### src/hw/rtl/ctb_pkg.sv
// ----------------------------------------------------------------------------
// ctb_pkg
// Shared types and constants of the countdown timer bank: item codes,
// command and timer-entry layouts, configuration register map and the
// back-end state encoding.
// ----------------------------------------------------------------------------
package ctb_pkg;

  // Field widths of one request and one result.
  localparam int MODE_W   = 2;
  localparam int INDEX_W  = 3;
  localparam int COUNT_W  = 32;
  localparam int CFG_W    = 8;
  localparam int CFG_IDX_W = 2;

  // Depth of the command queue between the front and the back end.
  localparam int CMD_DEPTH   = 4;
  localparam int CMD_PTR_W   = $clog2(CMD_DEPTH);

  // Reset values of the configuration registers.
  localparam logic [CFG_W-1:0] MS_STEP_RESET = 8'd8;
  localparam logic [CFG_W-1:0] TPS_RESET     = 8'd125;

  // Timer unit codes.
  localparam logic UNIT_SECONDS  = 1'b0;
  localparam logic UNIT_MSECONDS = 1'b1;

  // Request modes as they arrive on the input channel.
  typedef enum logic [MODE_W-1:0] {
    MODE_TICK    = 2'd0,
    MODE_RESTART = 2'd1,
    MODE_READ    = 2'd2
  } mode_t;

  // Configuration register indexes.
  typedef enum logic [CFG_IDX_W-1:0] {
    CFG_MS_STEP          = 2'd0,
    CFG_TICKS_PER_SECOND = 2'd1
  } cfg_reg_t;

  // Commands after classification by the front end.
  typedef enum logic [1:0] {
    OP_TICK,
    OP_RESTART,
    OP_READ,
    OP_READ_NULL
  } op_t;

  typedef struct packed {
    op_t                 op;
    logic [INDEX_W-1:0]  idx;
    logic [COUNT_W-1:0]  value;
    logic                unit;
  } cmd_t;

  typedef struct packed {
    logic valid;
    cmd_t cmd;
  } cmd_push_t;

  typedef struct packed {
    logic valid;
    cmd_t cmd;
  } cmd_head_t;

  // One stored timer.
  typedef struct packed {
    logic               unit;
    logic               active;
    logic [COUNT_W-1:0] count;
  } entry_t;

  localparam int ENTRY_W = $bits(entry_t);

  // Live configuration seen by the back end.
  typedef struct packed {
    logic [CFG_W-1:0] ms_step;
    logic [CFG_W-1:0] ticks_per_second;
  } cfg_regs_t;

  // Back-end sequencer states.
  typedef enum logic {
    BK_IDLE,
    BK_SWEEP
  } bk_state_t;

endpackage

### src/hw/rtl/ctb_item_if.sv
// ----------------------------------------------------------------------------
// ctb_item_if
// Request channel of the timer bank: valid/ready plus one request payload.
// ----------------------------------------------------------------------------
interface ctb_item_if;
  logic                          valid;
  logic                          ready;
  logic [ctb_pkg::MODE_W-1:0]    mode;
  logic [ctb_pkg::INDEX_W-1:0]   timer_index;
  logic [ctb_pkg::COUNT_W-1:0]   time_value;
  logic                          time_unit;

  modport source (output valid, output mode, output timer_index, output time_value,
                  output time_unit, input ready);
  modport sink   (input valid, input mode, input timer_index, input time_value,
                  input time_unit, output ready);
endinterface

### src/hw/rtl/ctb_result_if.sv
// ----------------------------------------------------------------------------
// ctb_result_if
// Result channel of the timer bank: valid/ready plus the read-back payload.
// ----------------------------------------------------------------------------
interface ctb_result_if;
  logic                        valid;
  logic                        ready;
  logic [ctb_pkg::COUNT_W-1:0] count_value;
  logic                        is_active;

  modport source (output valid, output count_value, output is_active, input ready);
  modport sink   (input valid, input count_value, input is_active, output ready);
endinterface

### src/hw/rtl/ctb_cfg_if.sv
// ----------------------------------------------------------------------------
// ctb_cfg_if
// Configuration write channel: valid/ready, register index and write data.
// ----------------------------------------------------------------------------
interface ctb_cfg_if;
  logic                          valid;
  logic                          ready;
  logic [ctb_pkg::CFG_IDX_W-1:0] index;
  logic [ctb_pkg::CFG_W-1:0]     data;

  modport source (output valid, output index, output data, input ready);
  modport sink   (input valid, input index, input data, output ready);
endinterface

### src/hw/rtl/ctb_ram.sv
// ----------------------------------------------------------------------------
// ctb_ram
// Generic single-write, single-read RAM with a registered read port.
// ----------------------------------------------------------------------------
module ctb_ram #(
  parameter int WIDTH = 34,
  parameter int DEPTH = 8
) (
  input  logic                                       clk,
  input  logic                                       we,
  input  logic [((DEPTH > 1) ? $clog2(DEPTH) : 1)-1:0] waddr,
  input  logic [WIDTH-1:0]                           wdata,
  input  logic                                       re,
  input  logic [((DEPTH > 1) ? $clog2(DEPTH) : 1)-1:0] raddr,
  output logic [WIDTH-1:0]                           rdata
);

  logic [WIDTH-1:0] mem [DEPTH];

  // Write port.
  always_ff @(posedge clk) begin
    if (we) begin
      mem[waddr] <= wdata;
    end
  end

  // Registered read port.
  always_ff @(posedge clk) begin
    if (re) begin
      rdata <= mem[raddr];
    end
  end

endmodule

### src/hw/rtl/ctb_front.sv
// ----------------------------------------------------------------------------
// ctb_front
// Request front end: takes requests while the queue has room, drops
// requests that change nothing and turns the rest into back-end commands.
// ----------------------------------------------------------------------------
module ctb_front #(
  parameter int NUM_TIMERS = 8
) (
  ctb_item_if.sink              item,
  input  logic                  queue_full,
  output ctb_pkg::cmd_push_t    push
);

  logic in_range;
  logic accept;

  assign item.ready = !queue_full;
  assign accept     = item.valid && !queue_full;
  assign in_range   = (int'(item.timer_index) < NUM_TIMERS);

  // Classify the request. An unused mode and a restart of a missing timer
  // are dropped here; a read of a missing timer becomes a null read.
  always_comb begin
    push.valid     = 1'b0;
    push.cmd.op    = ctb_pkg::OP_TICK;
    push.cmd.idx   = item.timer_index;
    push.cmd.value = item.time_value;
    push.cmd.unit  = item.time_unit;
    unique case (ctb_pkg::mode_t'(item.mode))
      ctb_pkg::MODE_TICK: begin
        push.valid  = accept;
        push.cmd.op = ctb_pkg::OP_TICK;
      end
      ctb_pkg::MODE_RESTART: begin
        push.valid  = accept && in_range;
        push.cmd.op = ctb_pkg::OP_RESTART;
      end
      ctb_pkg::MODE_READ: begin
        push.valid  = accept;
        push.cmd.op = in_range ? ctb_pkg::OP_READ : ctb_pkg::OP_READ_NULL;
      end
      default: begin
        push.valid = 1'b0;
      end
    endcase
  end

endmodule

### src/hw/rtl/ctb_cmd_fifo.sv
// ----------------------------------------------------------------------------
// ctb_cmd_fifo
// Short command queue that lets the front and back ends stall separately.
// ----------------------------------------------------------------------------
module ctb_cmd_fifo (
  input  logic                clk,
  input  logic                rst,
  input  ctb_pkg::cmd_push_t  push,
  input  logic                pop,
  output logic                full,
  output ctb_pkg::cmd_head_t  head
);

  ctb_pkg::cmd_t                 slots [ctb_pkg::CMD_DEPTH];
  logic [ctb_pkg::CMD_PTR_W-1:0] wr_ptr;
  logic [ctb_pkg::CMD_PTR_W-1:0] rd_ptr;
  logic [ctb_pkg::CMD_PTR_W:0]   fill;
  logic                          do_push;
  logic                          do_pop;

  assign full     = (fill == (ctb_pkg::CMD_PTR_W+1)'(ctb_pkg::CMD_DEPTH));
  assign do_push  = push.valid && !full;
  assign do_pop   = pop && (fill != '0);
  assign head.valid = (fill != '0);
  assign head.cmd   = slots[rd_ptr];

  // Storage.
  always_ff @(posedge clk) begin
    if (do_push) begin
      slots[wr_ptr] <= push.cmd;
    end
  end

  // Pointers and fill level.
  always_ff @(posedge clk) begin
    if (rst) begin
      wr_ptr <= '0;
      rd_ptr <= '0;
      fill   <= '0;
    end else begin
      if (do_push) begin
        wr_ptr <= wr_ptr + 1'b1;
      end
      if (do_pop) begin
        rd_ptr <= rd_ptr + 1'b1;
      end
      if (do_push && !do_pop) begin
        fill <= fill + 1'b1;
      end else if (do_pop && !do_push) begin
        fill <= fill - 1'b1;
      end
    end
  end

endmodule

### src/hw/rtl/ctb_back.sv
// ----------------------------------------------------------------------------
// ctb_back
// Back end: executes queued commands against the timer RAM. A tick walks
// all timers one per cycle as a read-modify-write pipeline; restart and
// read each take one read and one write or capture.
// ----------------------------------------------------------------------------
module ctb_back #(
  parameter int NUM_TIMERS = 8
) (
  input  logic                   clk,
  input  logic                   rst,
  input  ctb_pkg::cfg_regs_t     cfg,
  input  ctb_pkg::cmd_head_t     head,
  output logic                   pop,
  ctb_result_if.source           result
);

  localparam int AW = (NUM_TIMERS > 1) ? $clog2(NUM_TIMERS) : 1;
  localparam logic [AW-1:0] LAST = AW'(NUM_TIMERS - 1);

  ctb_pkg::bk_state_t          state;
  ctb_pkg::bk_state_t          state_next;
  logic [AW-1:0]               ptr;
  logic [AW-1:0]               ptr_next;
  logic [NUM_TIMERS-1:0]       filled;
  logic [ctb_pkg::CFG_W-1:0]   prescaler;
  logic [ctb_pkg::CFG_W-1:0]   pre_inc;
  logic                        sec_pass;

  // RAM ports.
  logic                        ram_re;
  logic [AW-1:0]               ram_raddr;
  logic                        ram_we;
  logic [ctb_pkg::ENTRY_W-1:0] ram_rdata;
  ctb_pkg::entry_t             wdata;

  // Stage between the RAM read and the write-back.
  logic                        pend_valid;
  ctb_pkg::op_t                pend_op;
  logic [AW-1:0]               pend_addr;
  logic [ctb_pkg::COUNT_W-1:0] pend_value;
  logic                        pend_unit;
  ctb_pkg::entry_t             old;

  // Result register.
  logic                        res_valid;
  logic [ctb_pkg::COUNT_W-1:0] res_count;
  logic                        res_active;

  ctb_ram #(
    .WIDTH (ctb_pkg::ENTRY_W),
    .DEPTH (NUM_TIMERS)
  ) u_ram (
    .clk   (clk),
    .we    (ram_we),
    .waddr (pend_addr),
    .wdata (wdata),
    .re    (ram_re),
    .raddr (ram_raddr),
    .rdata (ram_rdata)
  );

  assign pre_inc = prescaler + 1'b1;

  // Sequencer: pick up a command, issue RAM reads.
  always_comb begin
    state_next = state;
    ptr_next   = ptr;
    pop        = 1'b0;
    ram_re     = 1'b0;
    ram_raddr  = ptr;
    unique case (state)
      ctb_pkg::BK_IDLE: begin
        if (head.valid && !pend_valid) begin
          unique case (head.cmd.op)
            ctb_pkg::OP_TICK: begin
              pop        = 1'b1;
              state_next = ctb_pkg::BK_SWEEP;
              ptr_next   = '0;
            end
            ctb_pkg::OP_RESTART: begin
              pop       = 1'b1;
              ram_re    = 1'b1;
              ram_raddr = AW'(head.cmd.idx);
            end
            ctb_pkg::OP_READ: begin
              pop       = !res_valid;
              ram_re    = !res_valid;
              ram_raddr = AW'(head.cmd.idx);
            end
            ctb_pkg::OP_READ_NULL: begin
              pop = !res_valid;
            end
            default: begin
              pop = 1'b0;
            end
          endcase
        end
      end
      ctb_pkg::BK_SWEEP: begin
        ram_re = 1'b1;
        if (ptr == LAST) begin
          state_next = ctb_pkg::BK_IDLE;
        end else begin
          ptr_next = ptr + 1'b1;
        end
      end
      default: begin
        state_next = ctb_pkg::BK_IDLE;
      end
    endcase
  end

  always_ff @(posedge clk) begin
    if (rst) begin
      state <= ctb_pkg::BK_IDLE;
      ptr   <= '0;
    end else begin
      state <= state_next;
      ptr   <= ptr_next;
    end
  end

  // Prescaler: advanced once per tick, decides on the seconds pass.
  always_ff @(posedge clk) begin
    if (rst) begin
      prescaler <= '0;
      sec_pass  <= 1'b0;
    end else if (pop && head.cmd.op == ctb_pkg::OP_TICK) begin
      if (pre_inc >= cfg.ticks_per_second) begin
        prescaler <= '0;
        sec_pass  <= 1'b1;
      end else begin
        prescaler <= pre_inc;
        sec_pass  <= 1'b0;
      end
    end
  end

  // Read-to-write stage.
  always_ff @(posedge clk) begin
    if (rst) begin
      pend_valid <= 1'b0;
    end else begin
      pend_valid <= ram_re;
    end
  end

  always_ff @(posedge clk) begin
    if (ram_re) begin
      pend_addr  <= ram_raddr;
      pend_op    <= (state == ctb_pkg::BK_SWEEP) ? ctb_pkg::OP_TICK : head.cmd.op;
      pend_value <= head.cmd.value;
      pend_unit  <= head.cmd.unit;
    end
  end

  // A timer never written since reset reads as all zero.
  assign old = filled[pend_addr] ? ctb_pkg::entry_t'(ram_rdata) : '0;

  // Updated entry for the write-back.
  always_comb begin
    wdata = old;
    case (pend_op)
      ctb_pkg::OP_RESTART: begin
        wdata.unit   = pend_unit;
        wdata.active = 1'b1;
        if (pend_value != '0) begin
          wdata.count = pend_value;
        end
      end
      ctb_pkg::OP_TICK: begin
        if (old.unit == ctb_pkg::UNIT_MSECONDS) begin
          if (old.active && old.count != '0) begin
            if (old.count >= ctb_pkg::COUNT_W'(cfg.ms_step)) begin
              wdata.count = old.count - ctb_pkg::COUNT_W'(cfg.ms_step);
            end else begin
              wdata.count  = '0;
              wdata.active = 1'b0;
            end
          end
        end else if (sec_pass) begin
          if (old.active && old.count != '0) begin
            wdata.count = old.count - 1'b1;
          end else begin
            wdata.count  = '0;
            wdata.active = 1'b0;
          end
        end
      end
      default: begin
        wdata = old;
      end
    endcase
  end

  assign ram_we = pend_valid && (pend_op == ctb_pkg::OP_TICK || pend_op == ctb_pkg::OP_RESTART);

  // Written flags, one per timer.
  always_ff @(posedge clk) begin
    if (rst) begin
      filled <= '0;
    end else if (ram_we) begin
      filled[pend_addr] <= 1'b1;
    end
  end

  // Result register: loaded by a read, held until taken.
  always_ff @(posedge clk) begin
    if (rst) begin
      res_valid <= 1'b0;
    end else if (pend_valid && pend_op == ctb_pkg::OP_READ) begin
      res_valid <= 1'b1;
    end else if (pop && head.cmd.op == ctb_pkg::OP_READ_NULL) begin
      res_valid <= 1'b1;
    end else if (result.ready) begin
      res_valid <= 1'b0;
    end
  end

  always_ff @(posedge clk) begin
    if (pend_valid && pend_op == ctb_pkg::OP_READ) begin
      res_count  <= old.count;
      res_active <= old.active;
    end else if (pop && head.cmd.op == ctb_pkg::OP_READ_NULL) begin
      res_count  <= '0;
      res_active <= 1'b0;
    end
  end

  assign result.valid       = res_valid;
  assign result.count_value = res_count;
  assign result.is_active   = res_active;

endmodule

### src/hw/rtl/countdown_timer_bank_unit.sv
// ----------------------------------------------------------------------------
// countdown_timer_bank_unit
// Bank of countdown timers in milliseconds or seconds, driven by tick,
// restart and read requests.
//
//   channel | dir | handshake   | payload
//   item    | in  | valid/ready | mode, timer_index, time_value, time_unit
//   result  | out | valid/ready | count_value, is_active
//   cfg     | in  | valid/ready | index, data (ms_step, ticks_per_second)
//
// A tick occupies the back end while it is taken, while each timer is read
// in turn from the timer RAM, and until the last write-back is done.
// A restart or read takes one RAM read and one write-back or capture, a
// read of a missing timer no RAM access; dropped requests never reach the
// back end. A read waits until the previous result is taken.
// Requests are queued (four deep) in order, so up to four are taken while a
// result waits; commands behind a waiting read wait as well.
// Reset is synchronous; all timers read as zero and inactive right after
// it through per-timer written flags, with no clearing pass.
// ----------------------------------------------------------------------------
module countdown_timer_bank_unit #(
  parameter int NUM_TIMERS = 8
) (
  input  logic          clk,
  input  logic          rst,
  ctb_item_if.sink      item,
  ctb_result_if.source  result,
  ctb_cfg_if.sink       cfg
);

  ctb_pkg::cfg_regs_t  cfg_regs;
  ctb_pkg::cmd_push_t  push;
  ctb_pkg::cmd_head_t  head;
  logic                queue_full;
  logic                pop;

  // Configuration registers: always writable.
  assign cfg.ready = 1'b1;

  always_ff @(posedge clk) begin
    if (rst) begin
      cfg_regs.ms_step          <= ctb_pkg::MS_STEP_RESET;
      cfg_regs.ticks_per_second <= ctb_pkg::TPS_RESET;
    end else if (cfg.valid) begin
      case (ctb_pkg::cfg_reg_t'(cfg.index))
        ctb_pkg::CFG_MS_STEP:          cfg_regs.ms_step          <= cfg.data;
        ctb_pkg::CFG_TICKS_PER_SECOND: cfg_regs.ticks_per_second <= cfg.data;
        default: begin
        end
      endcase
    end
  end

  ctb_front #(
    .NUM_TIMERS (NUM_TIMERS)
  ) u_front (
    .item       (item),
    .queue_full (queue_full),
    .push       (push)
  );

  ctb_cmd_fifo u_fifo (
    .clk  (clk),
    .rst  (rst),
    .push (push),
    .pop  (pop),
    .full (queue_full),
    .head (head)
  );

  ctb_back #(
    .NUM_TIMERS (NUM_TIMERS)
  ) u_back (
    .clk    (clk),
    .rst    (rst),
    .cfg    (cfg_regs),
    .head   (head),
    .pop    (pop),
    .result (result)
  );

endmodule

### src/flat_wrapper.sv
// flat-port wrapper written by rule: the top's interface ports become plain ports
module countdown_timer_bank_unit_flat 
#(
  parameter int NUM_TIMERS = 8
)
  (clk, rst, item_valid, item_mode, item_timer_index, item_time_value, item_time_unit, item_ready, result_valid, result_count_value, result_is_active, result_ready, cfg_valid, cfg_index, cfg_data, cfg_ready);
  ctb_item_if item_i ();
  ctb_result_if result_i ();
  ctb_cfg_if cfg_i ();
  input  logic clk;
  input  logic rst;
  input wire logic [$bits(item_i.valid)-1:0] item_valid;
  input wire logic [$bits(item_i.mode)-1:0] item_mode;
  input wire logic [$bits(item_i.timer_index)-1:0] item_timer_index;
  input wire logic [$bits(item_i.time_value)-1:0] item_time_value;
  input wire logic [$bits(item_i.time_unit)-1:0] item_time_unit;
  output wire logic [$bits(item_i.ready)-1:0] item_ready;
  output wire logic [$bits(result_i.valid)-1:0] result_valid;
  output wire logic [$bits(result_i.count_value)-1:0] result_count_value;
  output wire logic [$bits(result_i.is_active)-1:0] result_is_active;
  input wire logic [$bits(result_i.ready)-1:0] result_ready;
  input wire logic [$bits(cfg_i.valid)-1:0] cfg_valid;
  input wire logic [$bits(cfg_i.index)-1:0] cfg_index;
  input wire logic [$bits(cfg_i.data)-1:0] cfg_data;
  output wire logic [$bits(cfg_i.ready)-1:0] cfg_ready;
  assign item_i.valid = item_valid;
  assign item_i.mode = item_mode;
  assign item_i.timer_index = item_timer_index;
  assign item_i.time_value = item_time_value;
  assign item_i.time_unit = item_time_unit;
  assign item_ready = item_i.ready;
  assign result_valid = result_i.valid;
  assign result_count_value = result_i.count_value;
  assign result_is_active = result_i.is_active;
  assign result_i.ready = result_ready;
  assign cfg_i.valid = cfg_valid;
  assign cfg_i.index = cfg_index;
  assign cfg_i.data = cfg_data;
  assign cfg_ready = cfg_i.ready;
  countdown_timer_bank_unit #(.NUM_TIMERS(NUM_TIMERS)) u_core (.clk(clk), .rst(rst), .item(item_i), .result(result_i), .cfg(cfg_i));
endmodule
### config.mk
export PLATFORM = sky130hd
export DESIGN_NAME = countdown_timer_bank_unit_flat
export DESIGN_NICKNAME = d
export VERILOG_FILES = /design/src/hw/rtl/ctb_pkg.sv /design/src/hw/rtl/ctb_item_if.sv /design/src/hw/rtl/ctb_result_if.sv /design/src/hw/rtl/ctb_cfg_if.sv /design/src/hw/rtl/ctb_ram.sv /design/src/hw/rtl/ctb_front.sv /design/src/hw/rtl/ctb_cmd_fifo.sv /design/src/hw/rtl/ctb_back.sv /design/src/hw/rtl/countdown_timer_bank_unit.sv /design/src/flat_wrapper.sv
export SDC_FILE = /design/constraint.sdc
export NUM_CORES = 1
export LEC_CHECK = 0
export BUFFER_PORTS_ARGS = -buffer_cell sky130_fd_sc_hd__clkbuf_2
export CAP_MARGIN = 20
export CORE_MARGIN = 2
export CORE_UTILIZATION = 54
export DETAILED_ROUTE_END_ITERATION = 6
export HOLD_SLACK_MARGIN = 0.02
export PLACE_DENSITY_LB_ADDON = 0.1
export SKIP_LAST_GASP = 1
export SLEW_MARGIN = 20
export SYNTH_ARGS = -nofsm -noshare
export SYNTH_HDL_FRONTEND = slang
export SYNTH_SLANG_ARGS = --single-unit
### constraint.sdc
create_clock -name clk -period 7.3 [get_ports clk]
set_input_delay 0.73 -clock clk [delete_from_list [all_inputs] [get_ports clk]]
set_output_delay 0.73 -clock clk [all_outputs]
set_load 0.05 [all_outputs]
Word level (Yosys, flattened, before mapping)
Memories as Yosys holds them, arrays and structs flattened. A register that Yosys moved wholly into a read port is not among the register bits.
Cells that the tools add are included.
{"block": "word_totals", "regBits": 117, "in_bits": 53, "n_memories": 2, "ram_bits": 424}
{"memory": "u_core.u_back.u_ram.mem", "depth": 8, "width": 34, "read_ports": 1, "rd_ports_with_merged_regs": 1, "write_ports": 1, "line": "ctb_ram.sv:18", "rtl": "logic [WIDTH-1:0] mem [DEPTH];"}
{"memory": "u_core.u_fifo.slots", "depth": 4, "width": 38, "read_ports": 1, "rd_ports_with_merged_regs": 1, "write_ports": 1, "line": "ctb_cmd_fifo.sv:14", "rtl": "ctb_pkg::cmd_t slots [ctb_pkg::CMD_DEPTH];"}
{"block": "op_classes", "bitwise": 2, "reduce_logical": 35, "magnitude_cmp": 4, "add_sub_neg": 8, "eq_ne": 13, "mux": 51}
{"cell": "$mux W32", "count": 5}
{"cell": "$mux W33", "count": 3}
{"cell": "$pmux W33 S2", "count": 1}
{"cell": "$reduce_bool A32 Y1", "count": 2}
{"cell": "$mux W34", "count": 1}
{"cell": "$ge A32 B8 Y1", "count": 1}
{"cell": "$sub A32 B1 Y32 const B", "count": 1}
{"cell": "$sub A32 B8 Y32", "count": 1}
{"cell": "$mux W3", "count": 8}
{"cell": "$mux W1", "count": 22}
{"cell": "$logic_and A1 B1 Y1", "count": 12}
{"cell": "$add A8 B1 Y8 const B", "count": 1}
{"cell": "$eq A2 B1 Y1 const B", "count": 4}
{"cell": "$eq A2 B2 Y1 const B", "count": 4}
{"cell": "$ge A8 B8 Y1", "count": 1}
{"cell": "$logic_not A2 Y1", "count": 4}
{"cell": "$mux W8", "count": 1}
{"cell": "$or A8 B8 Y8", "count": 1}
{"cell": "$pmux W1 S2", "count": 4}
{"cell": "$add A3 B1 Y3 const B", "count": 2}
{"cell": "$eq A3 B3 Y1 const B", "count": 2}
{"cell": "$ne A2 B2 Y1 const B", "count": 3}
{"cell": "$pmux W3 S2", "count": 1}
{"cell": "$reduce_bool A3 Y1", "count": 2}
{"cell": "other kinds (16)", "count": 26}

Longest topological paths before layout
{"block": "depth", "depth_word": 9, "ltp_mapped": 19, "ltp_nobuf": 14}

Cells and area by module
A second synthesis with hierarchy kept.
{"block": "hier_totals", "hier_cells": 1610, "hier_area_um2": 25341.8}
{"mod": "ctb_ram", "n_inst": 1, "cells_per_inst": 441, "seq_area_each_um2": 9188.8, "area_per_inst_um2": 11423.5}
{"mod": "ctb_back", "n_inst": 1, "cells_per_inst": 811, "seq_area_each_um2": 2592.5, "area_per_inst_um2": 6952.9}
{"mod": "ctb_cmd_fifo", "n_inst": 1, "cells_per_inst": 246, "seq_area_each_um2": 4744.6, "area_per_inst_um2": 5962.0}
{"mod": "countdown_timer_bank_unit", "n_inst": 1, "cells_per_inst": 71, "seq_area_each_um2": 320.3, "area_per_inst_um2": 701.9}
{"mod": "ctb_front", "n_inst": 1, "cells_per_inst": 41, "seq_area_each_um2": 0.0, "area_per_inst_um2": 301.5}

Worst setup path after synthesis
No wires, ideal clock.
{"block": "synth_timing", "kind": "register to register", "from": "reg with a tool-made name", "to": "reg u_core.u_back.pend_addr[0], enable pin", "path_buffers": 1, "path_slack_ns": -0.474, "arrival_time_ns": 7.164, "stages_incl_launch_ff": 8, "cell_sequence": "dfxtp_1 > buf_1 > mux4_2 > inv_1 > ha_1 > nor2b_1 > o21ai_0 > o31ai_1"}
{"item": "end signal: assignment", "line": "ctb_back.sv:151", "rtl": "pend_addr <= ram_raddr;"}
{"item": "end: declaration", "line": "ctb_back.sv:40", "rtl": "logic [AW-1:0] pend_addr;"}

==> impl_metrics.json <==
{
  "cp_data_required_time_ns": 7.61,
  "drcViolationCount": 0,
  "seqPwrFrac_pct": 45.5,
  "slew_headroom_pct": 25.8,
  "max_stage_delay_ns": 0.66,
  "ctsHoldBuffers": 0,
  "cts_root_buf": "clkbuf_16",
  "area_growth_pct": 11.3,
  "arrival_ns": 5.25,
  "cp.depth": 12,
  "crit_slowest_cell": "o21ai_0",
  "ys.flop_type": "edfxtp_1",
  "critPathBufInv": 0,
  "cts_buffer_depth": 3,
  "worstMarginPinSlew_ns": 1.11,
  "final.period_utilization_pct": 67.7,
  "antenna_found_initial": 0,
  "design.die.area_sq_um": 47800,
  "drv_cap": 0,
  "wl_per_cell_microns": 22.2,
  "powerDensity_nw_per_um2": 394,
  "swShare_pct": 36.1,
  "drive_gt1_share_pct": 13.6,
  "routed_via_density": 5.99,
  "drt_iter0_markers": 1425,
  "r2r_cells": 12,
  "finalSetupTns_ns": 0,
  "critPathMaxFanout": 14,
  "combPwrFrac_pct": 28.7,
  "ant_nets": 0,
  "regToRegEndpoint": "u_core.u_back.u_ram.mem[5][31]$_DFFE_PP_",
  "yosysSeqAreaShare_pct": 67.7,
  "clock_power_share_pct": 25.8,
  "cts_sinks": 577,
  "routed_wl_microns": 59600,
  "cts_tree": "done",
  "synth.yosys.warnings": 0,
  "fp.coreArea_sq_um": 45400,
  "path_cells": "mux2_2 > mux4_2 > and2_1 > ha_1 > a21o_1 > nand4_1 > and4b_1 > nand3_4 > or3_1 > nor3_1 > xnor2_1 > o21ai_0",
  "vias": 16068,
  "port_buffers": 87,
  "ir_drop_mv": 0.280,
  "finalHoldViolCount": 0,
  "place_congestion": 0.924,
  "rows": 78,
  "hpwl_microns": 36900,
  "placed_area_sq_um": 25900,
  "grtUsageTotal_pct": 25.3,
  "synth_fp_nets": 2068,
  "path_delay_family": "simple AND/OR/NAND/NOR gates",
  "drt_pass1_iterations": 6,
  "post_cts_buffers": 0,
  "switching_power_mw": 3.94,
  "setup.worst_path.end": "u_core.u_back.u_ram.mem[5][31]$_DFFE_PP_",
  "start_util_pct": 54.8,
  "start_kind": "flip-flop",
  "htree_levels": 2,
  "syn_area_sq_um": 24900,
  "ys_ff_latch": 577,
  "async_flop_share_pct": 0,
  "synth_cells": 1986,
  "ctsResizeCount": 0,
  "fillers": 3536,
  "r2r_start": "u_core.u_back.pend_addr[0]$_DFFE_PP_",
  "min_period_ns": 4.94,
  "n_antenna_cell": 0,
  "yosysUniqueCellTypes": 78,
  "setup-violations-final": 0,
  "leakage_nw": 9.66,
  "finalClockSkew_ns": 0.0202,
  "die_h_microns": 219,
  "end_kind": "flip-flop",
  "layout.nets": 2120,
  "worstSetupPathType": "reg -> reg",
  "multi_input_area_sq_um": 7510,
  "drv_slew": 0,
  "cts_inserted_buffers": 57,
  "overflow": 0,
  "grt_setup_unrepaired": "no",
  "stdcell_area_sq_um": 27700,
  "hp-class": "in -> reg",
  "synth_edf_count": 529,
  "regArea_sq_um": 16800,
  "die_w_microns": 219,
  "grt_pass1_vias": 15410,
  "status": "completed",
  "clkLatencyLatePin_ns": 0.63,
  "clkTransAtPathRegs_ns": 0.06,
  "boundaryPins": 89,
  "fmax_mhz": 202,
  "r2r_slack_ns": 2.36,
  "p_int_mw": 6.98,
  "grt_max_degree": 82,
  "grt_pass1_wl_microns": 91100,
  "worstSetupStartpoint": "u_core.u_back.pend_addr[0]$_DFFE_PP_",
  "postSynthAreaPerCell_sq_um": 12.5
}
[logic make-up (layout without fill, tap and decap cells)]
| kind of cell | after synthesis | after routing | share of synthesized area [%] |
|---|---|---|---|
| other | 1 | 1 | 0.0151 |
| muxes | 61 | 61 | 4.49 |
| xor gates and xnor gates | 34 | 34 | 1.20 |
| buffers and inverters | 164 | 261 | 2.63 |
| AOI/OAI and AO/OA | 280 | 280 | 7.18 |
| adders and majority gates | 29 | 29 | 1.52 |
| DFF | 577 | 577 | 67.7 |
| and+or+nand+nor | 840 | 840 | 15.3 |
[cell usage in the layout, fill, tap and decap left out, types with 8 or more instances in the layout]
cell	count
a21o_1	14
a21oi_1	52
a221oi_1	13
a222oi_1	11
a22oi_1	10
a31oi_1	8
and2_1	32
buf_4	27
clkbuf_1	13
clkbuf_16	57
clkbuf_2	87
clkinv_1	12
clkinv_2	13
dfxtp_1	47
edfxtp_1	529
ha_1	27
inv_1	40
mux2i_1	13
mux4_2	40
nand2_1	388
nand3_1	193
nor2_1	100
nor2b_1	8
nor3_1	27
nor4_1	17
o21ai_0	106
o21ai_1	11
or3_1	13
or4_1	8
xnor2_1	21
xor2_1	13
[power groups by stage]
stage                     sequential, mW  combinational (mW)  clock, mW
final                               4.97                3.13       2.81
after global routing                5.02                3.47       2.99
after CTS                           4.96                3.14       2.86
after detailed placement            5.02                3.12          0
after global placement              5.01                3.07          0
after floorplan                     4.89                2.13          0
[flip-flops by register name (all words and copies together), names as in the netlist, 2 cells and up, named ones only]
register,cells
u_core.u_back.prescaler,8
u_core.u_back.ptr,3
u_core.cfg_regs,16
u_core.u_back.pend_addr,3
u_core.u_fifo.rd_ptr,2
u_core.u_back.pend_value,32
u_core.u_back.pend_op,2
u_core.u_fifo.wr_ptr,2
u_core.u_fifo.fill,3
u_core.u_back.u_ram.rdata,34
u_core.u_fifo.slots,152
u_core.u_back.u_ram.mem,272
u_core.u_back.filled,8
u_core.u_back.result.count_value,32
[final cells by class]
type	count	share of cell area [%]
Clock buffer	70	5.33
Inverter	43	0.596
Sequential cell	577	60.8
Clock inverter	34	1.14
Tap cell	600	2.71
Timing Repair Buffer	114	2.30
Multi-Input combinational cell	1245	27.1
[metal layers]
layer  global-route usage, %  vias up  share of wire [%]
met2                    39.7      608                 47
met1                    36.0     7908                 43
met4                    7.57        0                2.5
li1                        -     7441                  -
met5                       0        -                  0
met3                    5.07      111                7.8
[Yosys cell counts, types with 29 or more instances]
| library cell | n | area (sq um) |
|---|---|---|
| nand3_1 | 193 | 966 |
| o21ai_0 | 106 | 531 |
| and2_1 | 36 | 225 |
| nor2_1 | 107 | 402 |
| nand2_1 | 389 | 1460 |
| inv_1 | 41 | 154 |
| mux4_2 | 40 | 901 |
| a21oi_1 | 52 | 260 |
| clkbuf_1 | 91 | 342 |
| edfxtp_1 | 529 | 15900 |
| dfxtp_1 | 48 | 961 |
| nor3_1 | 29 | 145 |
[metrics by stage]
step / total power, mW / instances / hold slack [ns] / setup WS [ns] / util (%)
after floorplan: 7.02 / 1986 / 0.436 / 1.79 / -
after global placement: 8.08 / 2579 / 0.450 / 2.56 / 57.1
after detailed placement: 8.15 / 2579 / 0.462 / 2.41 / 57.1
after CTS: 11.0 / 2683 / 0.289 / 2.38 / 61.0
after global routing: 11.5 / 2683 / 0.291 / 2.07 / 61.0
final: 10.9 / 2683 / 0.320 / 2.36 / 61.0
[how the worst min path moves through the flow]
stage | cells after the start | slack [ns] | from | endpoint
after detailed placement | 2 | 0.46 | u_core.cfg_regs[7]$_SDFFE_PP0P_ | u_core.cfg_regs[7]$_SDFFE_PP0P_
after CTS | 1 | 0.29 | item_time_value[15] | u_core.u_fifo.slots[0][16]$_DFFE_PP_
final | 1 | 0.32 | item_time_value[15] | u_core.u_fifo.slots[0][16]$_DFFE_PP_
after global routing | 1 | 0.29 | item_time_unit | u_core.u_fifo.slots[2][0]$_DFFE_PP_
after floorplan | 2 | 0.44 | u_core.cfg_regs[1]$_SDFFE_PP0P_ | u_core.cfg_regs[1]$_SDFFE_PP0P_
after global placement | 2 | 0.45 | u_core.cfg_regs[1]$_SDFFE_PP0P_ | u_core.cfg_regs[1]$_SDFFE_PP0P_
Power figures use the tool's default switching activity.
